`config.mk`:
```
export PLATFORM = sky130hd
export DESIGN_NAME = llas_row_cell
export DESIGN_NICKNAME = d
export VERILOG_FILES = /design/src/hdl/llas_row_cell.sv
export SDC_FILE = /design/constraint.sdc
export NUM_CORES = 1
export LEC_CHECK = 0
export ABC_CLOCK_PERIOD_IN_PS = 900
export BUFFER_PORTS_ARGS = -buffer_cell sky130_fd_sc_hd__buf_2
export CAP_MARGIN = 20
export CORE_MARGIN = 2
export CORE_UTILIZATION = 46
export DETAILED_ROUTE_END_ITERATION = 12
export PLACE_DENSITY = 0.86
export SLEW_MARGIN = 0
export SYNTH_ARGS = -nofsm -noshare
export SYNTH_HDL_FRONTEND = slang
export SYNTH_SLANG_ARGS = --single-unit
```
`constraint.sdc`:
```
create_clock -name clk_i -period 0.9 [get_ports clk_i]
set_input_delay 0.225 -clock clk_i [delete_from_list [all_inputs] [get_ports clk_i]]
set_output_delay 0.225 -clock clk_i [all_outputs]
set_load 0.01 [all_outputs]
```
`src/hdl/llas_row_cell.sv`:
```
// ----------------------------------------------------------------------------
// llas_row_cell
// One link of the row ring: holds one grid row and takes the row of its
// neighbor on every shift cycle. Reset clears the row to all dead.
// ----------------------------------------------------------------------------
module llas_row_cell #(
  parameter int SIDE = 64
) (
  input  logic            clk_i,
  input  logic            rst_ni,
  input  logic            shift_i,
  input  logic [SIDE-1:0] row_i,
  output logic [SIDE-1:0] row_o
);

  logic [SIDE-1:0] row_q;

  // Row storage, shifted along the ring
  always_ff @(posedge clk_i or negedge rst_ni) begin
    if (!rst_ni) begin
      row_q <= '0;
    end else if (shift_i) begin
      row_q <= row_i;
    end
  end

  assign row_o = row_q;

endmodule

```
Yosys cells after proc, flatten, opt, wreduce, memory -nomap -nowiden
Index checks and enable logic that the tools add are counted.

Register bits: 64. Input port bits: 67. Output and inout bits: 64. Logic and storage cells: 1.

Logic depth before layout (Yosys ltp)
Gate-level depths: netlist (run 1).

Depth after elaboration: 0. Gate-level depth with buffers: 3. Gate-level depth less buffers: 1.

Least setup slack after synthesis (run 1)
Ideal clock, no wire load.

Kind: input -> register. From: input shift_i. To: register row_q[10], in the netlist row_o[10]. Setup time: 125 ps. Data arrival time: 831 ps. Data required time: 775 ps. Slack: -56 ps. Stages on the path: 3. Buffers on the path: 2. Cells stage by stage: buf_6 buf_12 mux2_4.

RTL lines: start, declared (line 11) `input logic shift_i,`; end signal, assigned (line 23) `row_q <= row_i;`; end, declared (line 16) `logic [SIDE-1:0] row_q;`.

No word-level cell between the ends.

Worst setup path in the final report (run 1)
From: register row_q[59], in the netlist row_o[59]. To: output row_o[59].

RTL lines: end, declared (line 13) `output logic [SIDE-1:0] row_o`.

No word-level cell between the ends.

==> results of run 1 <==
through the flow:
| stage | TNS [ps] | utilization | hold WS [ps] |
|---|---|---|---|
| final | -11530 | 0.715 | 116 |
| after global routing | -14330 | 0.715 | 101 |
| after CTS | -12360 | 0.689 | 100 |
| after detailed placement | -9730 | 0.614 | 236 |
| after global placement | -8640 | 0.614 | 233 |
| after floorplan | -459 | - | -70.6 |
synth_stat cells:
cell	n	area, um2
buf_12	6	120
dfrtp_1	64	1600
buf_6	1	11.3
mux2_4	60	901
mux2_2	4	45.0
cells in the final DEF, fill, tap and decap left out:
master	count
clkinv_2	1
mux2_2	3
buf_12	4
clkinvlp_4	1
clkbuf_8	12
buf_4	30
buf_6	21
mux2_4	61
clkbuf_1	2
dlygate4sd3_1	1
dfrtp_1	64
buf_2	121
power groups by stage:
| stage | Clock [uW] | Sequential (uW) | Combinational (uW) |
|---|---|---|---|
| CTS | 2310 | 3320 | 1500 |
| finish | 2250 | 3340 | 1610 |
| detailed placement | 0 | 3370 | 1290 |
| global placement | 0 | 3370 | 1250 |
| floorplan | 0 | 3500 | 590 |
| global route | 2470 | 3370 | 1720 |
final cells by class:
class                      instances  area [um2]  area share
clock buffer                      14         173      0.0433
clock inverter                     2        12.5     0.00314
multi-input combinational         64         950       0.238
sequential                        64        1600       0.402
tap                               72        90.1      0.0226
timing repair buffer             177        1160       0.291
per-layer routing:
metal | vias to the layer above | GRT usage | routed length [um]
met5 | - | 0 | 0
met4 | 0 | 0.103 | 151
met3 | 17 | 0.0596 | 403
met2 | 85 | 0.316 | 2960
met1 | 863 | 0.214 | 2350
li1 | 833 | - | -
cell families (layout without fill, tap and decap cells):
kind of cell	Yosys count	after routing	share of synthesized area
mux	64	64	0.353
buf+inv	7	193	0.0490
flops	64	64	0.598
worst paths after layout:
kind	from	end	cells past startpoint
setup / recovery	row_o[59]	row_o[59]	1
hold / removal	row_i[51]	row_o[51]	2
setup reg to reg	row_o[40]	row_o[40]	3
hold reg to reg	row_o[14]	row_o[14]	1
max in group asynchronous	rst_ni	row_o[15]	3
min in group asynchronous	rst_ni	row_o[51]	3
repair_timing:
action,CTS,global route
hold endpoints to repair,64,0
hold buffers,1,0
setup endpoints to repair,64,82
resized for setup,2,20
setup buffers,28,14
==> results.json, run 1 <==
{
  "status": "finished, violations left",
  "violations": "negative setup slack",
  "tritoncts": "yes",
  "critical_path.cell_chain": "buf_6",
  "endpoint_class_of_the_critical_path": "primary output",
  "timing.critical_path.from_type": "flop",
  "grt_pass1_vias": 1876,
  "max_frequency_ghz": 0.897,
  "share_seq_of_total_power": 0.464,
  "proportion_of_power_drawn_by_combinational_gates": 0.223,
  "place_area_um2": 3420,
  "grt-ovfl-total": 0,
  "crit_type": "reg2out",
  "synth.lib_cells_used.distinct": 5,
  "postLayoutSetupSlackWorst_ps": -215,
  "synthesized_area_per_cell_um2": 19.8,
  "post_drt_via_cell_ratio": 4.58,
  "antenna_found_initial": 0,
  "slew_headroom": 0.880,
  "grt_first_pass_wirelength_um": 8780,
  "crit_path_max_incr_delay_ps": 420,
  "postLayoutCellArea_um2": 3980,
  "fp.coreArea_um2": 5570,
  "final_count_of_negative_setup_slack_endpoints": 69,
  "cts_htree_levels": 3,
  "vdd_drop_max_mv": 1.05,
  "worstHoldPathType": "in2reg",
  "first_iter_violations": 31,
  "layoutNonFillerInstCount": 393,
  "route.detailed.drc": 0,
  "pwr_density_cell_nw_per_um2": 1810,
  "grt_start_max_net_pins": 34,
  "clock_path_buffers": 2,
  "unrepaired_setup_endpoints_after_global_routing": "true",
  "drt_pass1_iterations": 4,
  "clockPowerShare": 0.313,
  "power_switching_share": 0.247,
  "pre_cts_ws_ps": -181,
  "ys_seq_area_frac": 0.598,
  "cellInternalPower_uw": 5410,
  "worst_ep_arrival_time_ps": 890,
  "path_buf_inv": 1,
  "timing.critical_path.required_ps": 670,
  "synth_area_um2": 2680,
  "syn-num-nets": 202,
  "area_growth_pct": 48.7,
  "ioPinCount": 131,
  "clockRootBuffer": "clkbuf_8",
  "final_min_period_over_clock_period": 1.24,
  "reg2reg_slack_ps": -80,
  "global_route.usage.total": 0.189,
  "fraction_of_final_layout_cells_with_drive_strength_greater_than_1": 0.791,
  "hpwl_um": 4020,
  "fillerInstances": 373,
  "detailroute.via_count": 1798,
  "final_net_count": 383,
  "worst_clock_skew_ps": 0,
  "design_power_total_uw": 7190,
  "path_max_fanout": 2,
  "synth.ff_latch_count": 64,
  "wl_per_cell_um": 14.9,
  "cts_num_sinks": 64,
  "synth.yosys.warnings": 0,
  "fp-row-count": 27,
  "timing.final.hold_violations": 0,
  "die-area_um2": 6450,
  "die_w_um": 80.3,
  "slew_viol_final": 0,
  "gp_congestion": 0.761,
  "numPortBuffers": 130,
  "clock_transition_at_the_registers_of_the_reported_paths_ps": 70,
  "chipHeight_um": 80.3,
  "dpl.cell_count": 341,
  "cts_inserted_buffers": 9,
  "max_cap_violations": 0,
  "clock_latency_of_the_later_clocked_register_in_the_worst_skew_pair_ps": 330,
  "effective_utilization_at_floorplan": 0.481,
  "cellLeakagePower_uw": 0.00214,
  "worst_slew_pin_slew_ps": 180,
  "drtAntennaViolNets": 0,
  "largest_register_ffs": 64,
  "period_minus_slack_ps": 1120,
  "postRouteWirelength_um": 5870,
  "diodes": 0,
  "power.switching_uw": 1780,
  "crit_path_top_delay_cell": "dfrtp_1",
  "postSynthCellCount": 135,
  "kind_of_cell_with_the_highest_combined_delay_on_the_critical_path": "flip-flops"
}
(Power assumes the default switching activity.)
==> inputs of run 2 (changes only) <==
ABC_AREA = 1   (was default)
CORE_ASPECT_RATIO = 1.1   (was default)
CORE_UTILIZATION = 44   (was 46)
PLACE_DENSITY = 0.85   (was 0.86)
==> run 2 against run 1 <==
The flow still finishes with violations (negative setup slack). Core utilization fell by 1.9 points. Setup slack gained 25 ps. Worst hold slack got worse by 16 ps. Via count is 30% higher. Register-to-register slack gained 90 ps. Final area down 6.4%.
==> results.json, run 2 <==
{
  "wl_per_cell_um": 12.4,
  "dpl.cell_count": 468,
  "ys.flop_type": "dfrtp_1",
  "largest_register_ffs": 64,
  "final.setup.tns_ps": -10510,
  "slew_headroom": 0.882,
  "timing.final.hold_violations": 0,
  "period_minus_slack_ps": 1090,
  "tritoncts": "yes",
  "route.detailed.drc": 0,
  "synth.lib_cells_used.distinct": 6,
  "crit_path_top_delay_cell": "dfrtp_1",
  "fp-row-count": 28,
  "first_iter_violations": 107,
  "kind_of_cell_with_the_highest_combined_delay_on_the_critical_path": "flip-flops",
  "ys_seq_area_frac": 0.655,
  "cts_inserted_buffers": 9,
  "layout.cells.most_common": "nand2_1",
  "pwr_density_cell_nw_per_um2": 1870,
  "cell_types_with_the_highest_counts_after_synthesis": "192 x nand2_1, 64 x dfrtp_1, 6 x buf_2, 6 x clkbuf_8",
  "grt_first_pass_wirelength_um": 9270,
  "hpwl_um": 4150,
  "vdd_drop_max_mv": 1.19,
  "clock_path_buffers": 2,
  "diodes": 0,
  "clockRootBuffer": "clkbuf_8",
  "worst_ep_arrival_time_ps": 870,
  "area_growth_pct": 52.4,
  "path_buf_inv": 1,
  "grt_start_max_net_pins": 40,
  "grt_pass1_vias": 2150,
  "critical_path.cell_chain": "buf_2",
  "path_max_fanout": 2,
  "postLayoutSetupSlackWorst_ps": -191,
  "violations": "negative setup slack",
  "layoutNonFillerInstCount": 517,
  "async_flop_share": 1.00,
  "post_drt_via_cell_ratio": 4.52,
  "cts_num_sinks": 64,
  "worst_slew_pin_slew_ps": 178,
  "holdCritStartpoint": "row_i[50]",
  "gp_congestion": 0.744,
  "unrepaired_setup_endpoints_after_global_routing": "true",
  "synth_area_um2": 2450,
  "numPortBuffers": 130,
  "synth_top_area_share": 0.655,
  "effective_utilization_at_floorplan": 0.456,
  "final_min_period_over_clock_period": 1.21,
  "critical_path.reg2reg.startpoint": "row_o[8]",
  "synth.area.top_cells": "dfrtp_1 65%, nand2_1 29%, clkbuf_8 3.4%",
  "reg2reg_slack_ps": 10,
  "worst_clock_skew_ps": 0,
  "synth_enable_flop_cells": 0,
  "drt_pass1_iterations": 4,
  "synthesized_area_per_cell_um2": 9.06,
  "cts_htree_levels": 3,
  "fraction_of_final_layout_cells_with_drive_strength_greater_than_1": 0.414,
  "ioPinCount": 131,
  "clock_transition_at_the_registers_of_the_reported_paths_ps": 70,
  "timing.critical_path.required_ps": 670,
  "status": "finished, violations left",
  "postRouteWirelength_um": 6430,
  "synth.yosys.warnings": 0,
  "worstHoldPathType": "in2reg",
  "final_core_util": 0.695,
  "timing.critical_path.from_type": "flop",
  "synth.ff_latch_count": 64,
  "crit_type": "reg2out",
  "antenna_found_initial": 0,
  "die_w_um": 75.1,
  "pre_cts_ws_ps": -0.551,
  "max_cap_violations": 0,
  "worst-path-stages": 1,
  "clock_latency_of_the_later_clocked_register_in_the_worst_skew_pair_ps": 320,
  "postLayoutCellArea_um2": 3730,
  "final_net_count": 504,
  "post-synth-top-area-cell": "dfrtp_1",
  "chipHeight_um": 82.2,
  "most_frequent_cells_in_the_layout": "192 x nand2_1, 116 x buf_2, 64 x dfrtp_1",
  "fp.coreArea_um2": 5360,
  "global_route.usage.total": 0.199,
  "postSynthCellCount": 270,
  "place_area_um2": 3190,
  "drtAntennaViolNets": 0,
  "min_delay_path_depth": 3,
  "final_count_of_negative_setup_slack_endpoints": 64,
  "detailroute.via_count": 2338,
  "crit_path_max_incr_delay_ps": 400,
  "yosys.cell_count.top_type": "nand2_1",
  "max_frequency_ghz": 0.917,
  "slew_viol_final": 0,
  "grt-ovfl-total": 0,
  "whs_endpoint": "row_o[50]",
  "die-area_um2": 6170,
  "cellLeakagePower_uw": 0.00222,
  "endpoint_class_of_the_critical_path": "primary output",
  "worstRegToRegCells": 4,
  "worstReg2RegEnd": "row_o[8]",
  "syn-num-nets": 337
}
[run 2: cell types whose count changed after synthesis]
cell / previous run / this run
buf_12: 6 / 0
buf_2: 0 / 6
buf_4: 0 / 1
buf_6: 1 / 0
clkbuf_8: 0 / 6
inv_2: 0 / 1
mux2_2: 4 / 0
mux2_4: 60 / 0
nand2_1: 0 / 192
[run 2: final cells by class]
| class | instances | area, um2 |
|---|---|---|
| clock buffers | 13 | 159 |
| clock inverters | 3 | 40.0 |
| fillers | 436 | 1630 |
| inverters | 1 | 3.75 |
| multi-input cells | 192 | 721 |
| flip-flops and latches | 64 | 1600 |
| well taps | 75 | 93.8 |
| repair buffers | 169 | 1110 |
[run 2: timing repair]
item,4_1_cts,5_1_grt
hold endpoints to repair,64,0
setup endpoints to repair,64,64
resized for setup,3,12
cloned,0,0
hold buffers,1,0
buffers inserted,18,14
[run 2: cells by family (layout without fill, tap and decap cells)]
group / Yosys count / after routing / synth area share
buf+inv: 14 / 186 / 0.0506
flops: 64 / 64 / 0.655
simple gates: 192 / 192 / 0.295
[run 2: layer usage]
metal  wire length (um)  part of all wire  GRT usage
met5                  0                 0          0
met4                104             0.016     0.0946
met3                380             0.059     0.0522
met2               3490              0.54      0.356
met1               2450              0.38      0.217
[run 2: how the worst max path moves through the flow]
stage | from | end | slack (ps)
after floorplan | shift_i | row_o[10] | 170
after CTS | row_o[42] | row_o[42] | -190
final | row_o[22] | row_o[22] | -190
after global placement | shift_i | row_o[55] | 40
after global routing | row_o[22] | row_o[22] | -230
after detailed placement | shift_i | row_o[39] | -0.6
[run 2: report_power, final]
part           internal, uW  switching, uW  total, uW
sequential             3130            151       3280
clock                  1420           1010       2440
combinational           649            608       1260
total                  5210           1770       6980
[run 2: per-stage QoR]
| stage | hold WS, ps | total power (uW) |
|---|---|---|
| 4_1_cts | 90.5 | 6860 |
| 5_1_grt | 96.1 | 7330 |
| 6_report | 101 | 6980 |
| 2_1_floorplan | -70.6 | 3760 |
| 3_5_place_dp | 54.0 | 4320 |
| 3_3_place_gp | 52.2 | 4290 |
