$ cat config.mk
export PLATFORM = sky130hd
export DESIGN_NAME = llas_rule_row
export DESIGN_NICKNAME = d
export VERILOG_FILES = /design/src/hdl/llas_pkg.sv /design/src/hdl/llas_rule_row.sv
export SDC_FILE = /design/constraint.sdc
export NUM_CORES = 1
export LEC_CHECK = 0
export BUFFER_PORTS_ARGS = -buffer_cell sky130_fd_sc_hd__buf_2
export CAP_MARGIN = 25
export CORE_UTILIZATION = 61
export DETAILED_ROUTE_END_ITERATION = 6
export PLACE_DENSITY = 0.84
export SYNTH_ARGS = -nofsm -noshare
export SYNTH_HDL_FRONTEND = slang
export SYNTH_SLANG_ARGS = --single-unit
export TNS_END_PERCENT = 100
$ cat constraint.sdc
create_clock -name vclk -period 5.2
set_clock_uncertainty 0.05 [all_clocks]
set_input_delay 0.26 -clock vclk [all_inputs]
set_output_delay 0.26 -clock vclk [all_outputs]
set_load 0.05 [all_outputs]
$ cat src/hdl/llas_pkg.sv
// ----------------------------------------------------------------------------
// llas_pkg
// Shared types and constants for the Life-like automaton step core: command
// and result transactions, opcodes, rule masks and register indexes.
// ----------------------------------------------------------------------------
package llas_pkg;

  // Field widths of a command and a result, the rule masks, neighbor counts and config indexes
  localparam int RowW     = 6;
  localparam int ColW     = 6;
  localparam int GenW     = 32;
  localparam int MaskW    = 9;
  localparam int CountW   = 4;
  localparam int CfgIdxW  = 2;

  // Rule masks after reset: born on three, survives on two or three
  localparam logic [MaskW-1:0] BirthMaskRst   = MaskW'(8);
  localparam logic [MaskW-1:0] SurviveMaskRst = MaskW'(12);

  // Configuration register indexes
  localparam logic [CfgIdxW-1:0] CFG_BIRTH   = CfgIdxW'(0);
  localparam logic [CfgIdxW-1:0] CFG_SURVIVE = CfgIdxW'(1);

  typedef logic [MaskW-1:0] mask_t;

  typedef enum logic [1:0] {
    OP_WRITE = 2'd0,
    OP_READ  = 2'd1,
    OP_STEP  = 2'd2
  } op_e;

  typedef struct packed {
    op_e             opcode;
    logic [RowW-1:0] row;
    logic [ColW-1:0] column;
    logic            cell_in;
  } cmd_t;

  typedef struct packed {
    logic            cell_out;
    logic [GenW-1:0] generation;
  } result_t;

endpackage

$ cat src/hdl/llas_rule_row.sv
// ----------------------------------------------------------------------------
// llas_rule_row
// Next state of one whole row: one lane per column counts the eight wrapped
// neighbors from the rows above, at and below, then looks up the rule mask.
// ----------------------------------------------------------------------------
module llas_rule_row #(
  parameter int SIDE = 64
) (
  input  logic [SIDE-1:0]      prev_i,
  input  logic [SIDE-1:0]      curr_i,
  input  logic [SIDE-1:0]      next_i,
  input  llas_pkg::mask_t      birth_mask_i,
  input  llas_pkg::mask_t      survive_mask_i,
  output logic [SIDE-1:0]      row_o
);

  import llas_pkg::*;

  // One lane per column, neighbors wrap at the row ends
  for (genvar j = 0; j < SIDE; j++) begin : g_lane
    localparam int Left  = (j + SIDE - 1) % SIDE;
    localparam int Right = (j + 1) % SIDE;

    logic [CountW-1:0] count;

    assign count = CountW'($countones({prev_i[Left], prev_i[j], prev_i[Right],
                                       curr_i[Left], curr_i[Right],
                                       next_i[Left], next_i[j], next_i[Right]}));

    assign row_o[j] = curr_i[j] ? survive_mask_i[count] : birth_mask_i[count];
  end

endmodule

Word-level counts from Yosys, hierarchy flattened
Index checks and enable logic that the tools add are counted.

Flip-flop bits (word level): 0. Memories: 0. Bits in latches: 0. Memory bits (writable): 0. Bits in read-only memories: 0.

Add/subtract/negate cells: 448. Shifts and indexed selects: 0. Equality and inequality tests: 0. Order comparisons: 64. Div/mod/pow operators: 0. Multipliers: 0. Multiplexer cells: 320. Bitwise gates (word level): 0. Reductions and logical operators: 0.

Operators by type and width (count): adder 1 x 1 -> 2 bit (256); binary-select mux 1 bit (select 4 bit) (128); adder 2 x 2 -> 3 bit (128); less-than comparator 4 x 5 -> 1 bit (second input constant) (64); adder 3 x 3 -> 4 bit (64); 2-to-1 mux 1 bit (192).

Longest topological paths before layout
Gate-level depths: netlist of the first run.

Depth in word-level cells: 6. Depth in mapped cells: 11. Gate-level depth less buffers: 11.

Worst setup path before layout of the first run
OpenSTA, ideal clock, no wires.

Path type: input to output. Start: input prev_i[43]. End: output row_o[44]. Required time: 4890 ps. Slack: 1075 ps. Path buffers: 0. Arrival: 3815 ps. Stages on the path: 11. Cells stage by stage: inv_1 > fa_1 > fa_1 > fa_1 > inv_1 > ha_1 > fa_1 > mux4_2 > mux2_2 > a21o_1 > a311o_1.

Word-level cells in the longest chain between the ends: 6.

Ends and longest elaborated chain: from (decl) (RTL line llas_rule_row.sv:9) `input logic [SIDE-1:0] prev_i,`; adder 1 x 1 -> 2 bit (not written as such) * (RTL line llas_rule_row.sv:26) `assign count = CountW'($countones({prev_i[Left], prev_i[j], prev_i[Right],`; adder 2 x 2 -> 3 bit (not written as such) * (RTL line llas_rule_row.sv:26); adder 3 x 3 -> 4 bit (not written as such) * (RTL line llas_rule_row.sv:26); binary-select mux 1 bit (select 4 bit) (RTL line llas_rule_row.sv:30) `assign row_o[j] = curr_i[j] ? survive_mask_i[count] : birth_mask_i[count];`; 2-to-1 mux 1 bit (not written as such) (RTL line llas_rule_row.sv:30); 2-to-1 mux 1 bit * (RTL line llas_rule_row.sv:30); to (decl) (RTL line llas_rule_row.sv:14) `output logic [SIDE-1:0] row_o`.

Every way passes the cells marked *; elsewhere a longest branch is shown, timed or not. The select of a mux whose other input is x is not followed.

Worst setup path in the final report of the first run
Start: input prev_i[29]. End: output row_o[29].

The elaborated chain is that of the path after synthesis.

==> results of run 1 <==
## power breakdown
group	leakage, µW	total [µW]	switching (µW)	internal [µW]
Combinational	0.0108	8640	4680	3960
Clock	0.0000000951	0.000386	0	0.000386
Sequential	0	0	0	0
## through the flow
step | hold WS (ns) | util (%) | cells | setup slack (ns)
2_1_floorplan | 1.08 | - | 1935 | 1.07
3_3_place_gp | 1.13 | 66.3 | 2477 | 0.847
3_5_place_dp | 1.13 | 66.3 | 2477 | 0.716
4_1_cts | 1.14 | 66.3 | 2477 | 0.711
5_1_grt | 1.16 | 66.5 | 2488 | 0.575
6_report | 1.14 | 66.6 | 2495 | 0.682
## worst paths after layout
kind,to,cells past startpoint
max,row_o[29],13
min,row_o[20],5
## synthesized netlist by cell type (16+ instances only)
| cell | count | share of area [%] |
|---|---|---|
| inv_1 | 447 | 8.2 |
| fa_1 | 256 | 25 |
| xor2_1 | 56 | 2.4 |
| mux4_2 | 286 | 31 |
| a21o_1 | 61 | 2.2 |
| a21oi_1 | 16 | 0.39 |
| nor2_1 | 59 | 1.1 |
| mux2_2 | 67 | 3.7 |
| clkbuf_1 | 167 | 3.1 |
| nand2_1 | 118 | 2.2 |
| o21ai_1 | 56 | 1.4 |
| ha_1 | 192 | 12 |
| nand3_1 | 56 | 1.4 |
| mux4_1 | 26 | 3.3 |
## cell families (layout without fill, tap and decap cells)
kind of cell / after synthesis / after routing / share of synthesized area (%)
multiplexers: 392 / 392 / 39.0
AND/OR/NAND/NOR: 262 / 262 / 5.60
AO/OA/AOI/OAI: 144 / 144 / 4.41
XOR/XNOR: 56 / 56 / 2.39
adder cells (fa/ha/maj): 448 / 448 / 36.6
buffers and inverters: 633 / 736 / 12.0
other: 0 / 15 / 0
## routing by layer
layer / vias to the layer above / global-route usage [%]
met2: 1260 / 58.4
met5: - / 0
li1: 6902 / -
met3: 199 / 10.4
met4: 18 / 16.8
met1: 8343 / 45.3
## layout make-up
class | instances | area [µm²] | share of cell area (%)
tap | 442 | 553 | 2.53
antenna | 15 | 37.5 | 0.171
multi-input combinational | 1302 | 18100 | 82.6
inverter | 447 | 1680 | 7.67
timing repair buffer | 289 | 1540 | 7.02
==> results.py, run 1 <==
metrics = {
    "final_layout": {
        "design.final.nets": 2698,
        "post_route_cells_drive_above_1_share_pct": 31.6,
        "clock_buffers": 0,
        "numSequentialCells": 0,
        "final_cell_mix": "inv_1, mux4_2, buf_2",
        "seqCellArea_um2": 0,
        "layout_commonest_cell": "inv_1",
        "stdcell_area_um2": 21900,
        "fill_cells": 2464,
        "area.growth.synth_to_final_pct": 6.57,
    },
    "drt": {
        "detailed_route_vias_per_instance": 6.70,
        "met1_routed_length_um": 21500,
        "drc": 0,
        "avgRoutedWirePerCell_um": 24.6,
        "dr.first_iter.drc_count": 1858,
        "antenna_violating_nets_post_route": 0,
        "route.met2.wl_um": 29400,
        "routed_wl_um": 61500,
        "drt_pre_antenna_iters": 6,
        "routed.top_layer": "met5",
        "vias": 16700,
        "routed-wl-met3_um": 7970,
    },
    "placed_design": {
        "dpl_hpwl_um": 43600,
        "postPlaceCellArea_um2": 21800,
        "gp_routability_congestion": 0.938,
        "portBuffers": 274,
    },
    "synthesis": {
        "synthesis.yosys.warnings": 0,
        "yosysUniqueCellTypes": 31,
        "postSynthNetCount": 2593,
        "synth-seq-area-share_pct": 0,
        "mappedNetlistArea_um2": 20500,
        "syn-mean-instance-area_um2": 10.6,
        "synthCells": 1935,
    },
    "pwr": {
        "powerDensity_nw_per_um2": 395,
        "report.power.total_uw": 8640,
        "vdd_ir_drop_max_mv": 0.410,
        "power_leakage_uw": 0.0108,
    },
    "timing": {
        "final_period_minus_worst_setup_slack_ns": 4.52,
        "setup_repair_after_global_routing_missed_its_margin": "false",
        "min_period_over_period_pct": 86.9,
        "max-slew-margin-rel_pct": 24.6,
        "slew_viol_final": 0,
        "final_hold_viol_count": 0,
        "timing_worst_slew_pin_value_ns": 1.13,
        "finalSetupTns_ns": 0,
        "clock.fmax_ghz": 0.221,
        "setup_violation_total_in_the_final_timing_report": 0,
    },
    "hold_path": {
        "hold_path_class": "in -> out",
        "hp-start": "curr_i[20]",
    },
    "worst_setup_path": {
        "crit_arrival_ns": 4.21,
        "cell_type_with_the_highest_occurrence_count_on_the_critical_path": "fa_1",
        "crit_type": "in -> out",
        "critical-path-max-stage-delay_ns": 0.61,
        "worstPathCellList": "buf_2, inv_1, fa_1, fa_1, fa_1, inv_1, ha_1, fa_1, mux4_2, mux4_2, nand2_1, o21ai_1, buf_2",
        "critPathTopFamily": "adder cells",
        "buffer_and_inverter_count_on_the_worst_path": 4,
        "crit_path_top_delay_cell": "fa_1",
        "timing.critical_path.from": "prev_i[29]",
        "critical_path.startpoint_type": "primary input",
        "critical_path.max_fanout": 5,
        "critPathCaptureType": "output port",
        "cp.required_ns": 4.89,
    },
    "cts": {
        "post_cts_sizing": 0,
        "cts_hold_buf": 0,
        "cts.repair_timing.setup_buffer_count": 0,
    },
    "global_routing": {
        "maximum_number_of_pins_on_one_net_before_global_route_repair": 65,
        "gr-total-overflow": 0,
        "grt_usage_pct": 36.2,
        "via_count_of_the_first_global_routing_pass": 17800,
        "grt_pass1_wl_um": 95100,
        "antenna_violations_before_repair": 24,
    },
    "floorplanning": {
        "die_height_um": 186,
        "num_rows": 66,
        "fp.coreArea_um2": 32900,
        "die_width_um": 186,
        "floorplan.initialDensity_pct": 62.5,
        "io_pins": 274,
        "fp.dieArea_um2": 34400,
    },
    "run": {
        "max-cap-violations": 0,
    },
    "run_status": {
        "outcome": "finished, final reports clean",
    },
}
(Power assumes the default switching activity.)
==> inputs of run 2 (changes only) <==
--- a/config.mk
+++ b/config.mk
@@ -5,11 +5,12 @@
 export SDC_FILE = /design/constraint.sdc
 export NUM_CORES = 1
 export LEC_CHECK = 0
+export ABC_AREA = 1
 export BUFFER_PORTS_ARGS = -buffer_cell sky130_fd_sc_hd__buf_2
 export CAP_MARGIN = 25
 export CORE_UTILIZATION = 61
 export DETAILED_ROUTE_END_ITERATION = 6
-export PLACE_DENSITY = 0.84
+export PLACE_DENSITY = 0.83
 export SYNTH_ARGS = -nofsm -noshare
 export SYNTH_HDL_FRONTEND = slang
 export SYNTH_SLANG_ARGS = --single-unit
==> run 2 against run 1 <==
Against the previous run:
- sequential share of layout area unchanged
- critical path type unchanged
- wire length grew 28%
- sequential cell count stayed put
- first-iteration DRC count up 50%
- non-clock buffer count up 7
- largest cell class unchanged
==> results.py, run 2 <==
metrics = {
    "final_layout": {
        "seqCellArea_um2": 0,
        "final_cell_mix": "nand2_1, inv_1, nand3_1",
        "numSequentialCells": 0,
        "layout_commonest_cell": "nand2_1",
        "area.growth.synth_to_final_pct": 5.51,
        "stdcell_area_um2": 24500,
        "design.final.nets": 4782,
        "post_route_cells_drive_above_1_share_pct": 7.93,
        "fill_cells": 3654,
        "clock_buffers": 0,
    },
    "global_routing": {
        "via_count_of_the_first_global_routing_pass": 24100,
        "grt_pass1_wl_um": 126000,
        "grt_usage_pct": 40.7,
        "antenna_violations_before_repair": 17,
        "gr-total-overflow": 0,
        "maximum_number_of_pins_on_one_net_before_global_route_repair": 51,
    },
    "worst_setup_path": {
        "crit_arrival_ns": 3.95,
        "critPathTopFamily": "adder cells",
        "critical-path-max-stage-delay_ns": 0.61,
        "worstPathCellList": "buf_2, inv_1, fa_1, fa_1, fa_1, inv_1, ha_1, fa_1, inv_1, nand3_1, nand2_1, nand2_1, nand3_1, nand2_1, inv_1, nor2_1, buf_2",
        "critical_path.startpoint_type": "primary input",
        "crit_path_top_delay_cell": "fa_1",
        "crit_type": "in -> out",
        "cp.required_ns": 4.89,
        "critical_path.max_fanout": 6,
        "buffer_and_inverter_count_on_the_worst_path": 6,
        "critPathCaptureType": "output port",
    },
    "synthesis": {
        "netlist_top_cells_area": "nand2_1, fa_1, nand3_1, inv_1, ha_1",
        "yosysUniqueCellTypes": 24,
        "yosys_top_cell_by_area": "nand2_1",
        "synth-seq-area-share_pct": 0,
        "synthCells": 4008,
        "post-synth-top-count-cell": "nand2_1",
        "synth.top_cell.area_share_pct": 23.6,
        "postSynthNetCount": 4666,
        "synthesis.yosys.warnings": 0,
        "syn-mean-instance-area_um2": 5.80,
        "synthTopCellsByCount": "nand2_1, inv_1, nand3_1, fa_1, ha_1",
        "mappedNetlistArea_um2": 23200,
    },
    "pwr": {
        "power_leakage_uw": 0.0150,
        "powerDensity_nw_per_um2": 415,
        "vdd_ir_drop_max_mv": 0.367,
    },
    "placed_design": {
        "dpl_hpwl_um": 56100,
        "gp_routability_congestion": 0.977,
        "portBuffers": 274,
        "postPlaceCellArea_um2": 24400,
    },
    "drt": {
        "routed_wl_um": 78800,
        "antenna_violating_nets_post_route": 0,
        "drc": 0,
        "detailed_route_vias_per_instance": 5.66,
        "vias": 26300,
        "avgRoutedWirePerCell_um": 17.0,
        "dr.first_iter.drc_count": 2788,
        "drt_pre_antenna_iters": 6,
    },
    "timing": {
        "final_period_minus_worst_setup_slack_ns": 4.26,
        "final_hold_viol_count": 0,
        "setup_repair_after_global_routing_missed_its_margin": "false",
        "clock.fmax_ghz": 0.235,
        "setup_violation_total_in_the_final_timing_report": 0,
        "min_period_over_period_pct": 81.9,
        "finalSetupTns_ns": 0,
        "max-slew-margin-rel_pct": 22.4,
        "slew_viol_final": 0,
        "timing_worst_slew_pin_value_ns": 1.16,
        "hold-worst-slack_ns": 0.971,
    },
    "floorplanning": {
        "fp.dieArea_um2": 38900,
        "floorplan.initialDensity_pct": 61.8,
        "fp.coreArea_um2": 37600,
        "io_pins": 274,
        "die_width_um": 197,
        "die_height_um": 197,
        "num_rows": 71,
    },
    "hold_path": {
        "hold_path_class": "in -> out",
    },
    "cts": {
        "post_cts_sizing": 0,
        "cts_hold_buf": 0,
        "cts.repair_timing.setup_buffer_count": 0,
    },
    "run": {
        "max-cap-violations": 0,
    },
    "run_status": {
        "outcome": "finished, final reports clean",
    },
}
[run 2: cell count changes in the layout (fill, tap and decap cells not counted), sizes merged, moves of 77 or more]
cell   change
nor2      +77
inv      +265
mux4     -312
nand3    +622
nand2   +1360
[run 2: per-layer routing]
layer	routed length (µm)	track usage, %
met5	78	0
met4	5350	25.3
met3	9330	6.03
met2	34500	64.8
met1	29600	51.9
[run 2: cell type report]
type	instances	area [µm²]	area share, %
tap	511	639	2.61
inverter	712	2680	10.9
timing repair buffer	296	1580	6.45
multi-input combinational	3114	19600	79.8
antenna	17	42.5	0.174
[run 2: power by group]
part	internal [µW]	switching, µW	total, µW	leakage [µW]
Clock	0.000438	0	0.000438	0.000000108
Combinational	3460	6710	10200	0.0150
Sequential	0	0	0	0
[run 2: path summary, 6_finish.rpt]
kind                    from   endpoint  slack (ns)  depth (start not counted)
hold / removal    curr_i[23]  row_o[23]        0.97                          5
setup / recovery  prev_i[10]  row_o[10]        0.94                         17
[run 2: logic make-up (layout without fill, tap and decap cells)]
kind of cell | Yosys count | after routing | share of synthesized area [%]
XOR/XNOR | 84 | 84 | 3.17
AO/OA/AOI/OAI | 248 | 248 | 6.64
AND/OR/NAND/NOR | 2334 | 2334 | 42.0
other | 0 | 17 | 0
adder cells (fa/ha/maj) | 448 | 448 | 32.4
buffers and inverters | 894 | 1008 | 15.8
[run 2: worst min-delay path: cells and delay by family]
family / cells / cell delay [ns]
AO/OA/AOI/OAI: 1 / 0.07
buffers and inverters: 2 / 0.31
AND/OR/NAND/NOR: 2 / 0.12
[run 2: metrics by stage]
stage | worst slack [ns] | power (µW) | util (%) | instances
detailed placement | 0.972 | 9970 | 64.9 | 4630
global route | 0.747 | 11400 | 65.2 | 4641
CTS | 0.968 | 10000 | 64.9 | 4630
floorplan | 1.26 | 8070 | - | 4008
finish | 0.940 | 10200 | 65.2 | 4650
global placement | 1.01 | 9850 | 64.9 | 4630
==> inputs of run 3 (changes only) <==
==> constraint.sdc (replaced) <==
create_clock -name vclk -period 4
set_clock_uncertainty 0.05 [all_clocks]
set_input_delay 0.2 -clock vclk [all_inputs]
set_output_delay 0.2 -clock vclk [all_outputs]
set_load 0.05 [all_outputs]
==> run 3 against run 2 <==
Against the previous run:
- clock-buffer cell count did not move
- via count rose by 2.5%
- total power rose by 37%
==> results.py, run 3 (synthesis results as in run 2) <==
metrics = {
    "global_routing": {
        "globalRouteMet2Util_pct": 66.8,
        "grt_util_met1_pct": 50.4,
        "grt_pass1_wl_um": 127000,
        "maximum_number_of_pins_on_one_net_before_global_route_repair": 65,
        "grt-busiest-layer": "met2",
        "grt_usage_pct": 41.1,
        "use_met3_pct": 5.89,
        "via_count_of_the_first_global_routing_pass": 25200,
        "antenna_violations_before_repair": 12,
        "gr-total-overflow": 0,
    },
    "pwr": {
        "powerDensity_nw_per_um2": 545,
        "power_leakage_uw": 0.0155,
        "vdd_ir_drop_max_mv": 0.489,
    },
    "drt": {
        "drt_pre_antenna_iters": 6,
        "detailed_route_vias_per_instance": 5.69,
        "routed_wl_um": 80400,
        "dr.first_iter.drc_count": 2583,
        "drc": 0,
        "antenna_violating_nets_post_route": 0,
        "avgRoutedWirePerCell_um": 17.0,
        "vias": 27000,
    },
    "floorplanning": {
        "floorplan.initialDensity_pct": 61.8,
        "fp.coreArea_um2": 37600,
        "die_width_um": 197,
        "io_pins": 274,
        "die_height_um": 197,
        "fp.dieArea_um2": 38900,
        "num_rows": 71,
    },
    "timing": {
        "final_period_minus_worst_setup_slack_ns": 3.92,
        "slew_viol_final": 0,
        "clock.fmax_ghz": 0.255,
        "final_hold_viol_count": 0,
        "max-slew-margin-rel_pct": 33.9,
        "setup_violation_total_in_the_final_timing_report": 0,
        "timing_worst_slew_pin_value_ns": 0.990,
        "min_period_over_period_pct": 98.0,
        "setup_repair_after_global_routing_missed_its_margin": "true",
        "setup_ws_ns": 0.0819,
    },
    "placed_design": {
        "gp_routability_congestion": 0.971,
        "portBuffers": 274,
        "dpl_hpwl_um": 57900,
        "dpl.cell_count": 4725,
        "post-place-ws_ns": -0.0260,
    },
    "worst_setup_path": {
        "worstPathCellList": "buf_2, inv_1, fa_1, fa_1, fa_1, inv_1, ha_1, fa_1, inv_1, nand3_1, nand3_1, nand2_1, nand2_1, nand2_1, nand2_1, nand2_1, clkbuf_4",
        "crit_path_top_delay_cell": "fa_1",
        "critPathCaptureType": "output port",
        "critical_path.max_fanout": 6,
        "critical-path-max-stage-delay_ns": 0.62,
        "crit_type": "in -> out",
        "cp.required_ns": 3.75,
        "crit_arrival_ns": 3.67,
        "cell_type_with_the_highest_occurrence_count_on_the_critical_path": "nand2_1",
        "critical_path.startpoint_type": "primary input",
        "critPathTopFamily": "adder cells",
        "timing.critical_path.from": "curr_i[49]",
        "buffer_and_inverter_count_on_the_worst_path": 5,
    },
    "final_layout": {
        "area.growth.synth_to_final_pct": 10.2,
        "final_cell_mix": "nand2_1, inv_1, nand3_1",
        "fin_cells": 4740,
        "seqCellArea_um2": 0,
        "design.final.nets": 4877,
        "clock_buffers": 0,
        "fill_cells": 3419,
        "layout_commonest_cell": "nand2_1",
        "post_route_cells_drive_above_1_share_pct": 11.3,
        "numSequentialCells": 0,
    },
    "run_status": {
        "outcome": "finished, final reports clean",
    },
    "run": {
        "max-cap-violations": 0,
    },
    "hold_path": {
        "hp-start": "curr_i[24]",
        "hold_path_class": "in -> out",
    },
    "cts": {
        "cts_hold_buf": 0,
    },
}
[run 3: report_power, final]
group,internal [µW],switching [µW],total [µW]
Sequential,0,0,0
Combinational,5060,8880,13900
Clock,0.000403,0,0.000403
Total,5060,8880,13900
[run 3: final cells by class]
type	instances	area, µm²	share of cell area (%)
Inverter	712	2680	10.5
Timing Repair Buffer	391	2560	10.0
Antenna cell	12	30.0	0.117
Tap cell	511	639	2.50
Multi-Input combinational cell	3114	19700	76.9
[run 3: final timing paths]
path | to | slack (ns) | depth (start not counted)
setup / recovery | row_o[50] | 0.08 | 17
hold / removal | row_o[24] | 0.84 | 5
[run 3: timing repair]
action                     in CTS  in global routing
pin swaps                       0                 11
setup endpoints to repair       1                 52
buffers inserted                0                  2
resized for setup               1                133
[run 3: layer usage]
metal  part of all wire [%]  up-vias
met5                  0.053        -
met4                    7.6        6
met3                     11      403
met2                     44     1646
met1                     37    12000
li1                       -    12900
[run 3: per-stage QoR]
stage          area (µm²)  TNS, ns  util (%)  hold WS, ns  power, µW
2_1_floorplan       23200        0         -        0.700      10500
4_1_cts             25200        0      67.2        0.845      13300
6_report            25600        0      68.1        0.839      13900
5_1_grt             25600  -0.0327      68.1        0.873      15500
3_3_place_gp        25200        0      67.0        0.843      13100
3_5_place_dp        25200  -0.0260      67.2        0.840      13300
[run 3: tightest hold or removal path: stages]
cell     delay, ns
buf_2         0.10
a21oi_1       0.06
nand4_1       0.07
nand2_1       0.05
buf_2         0.20
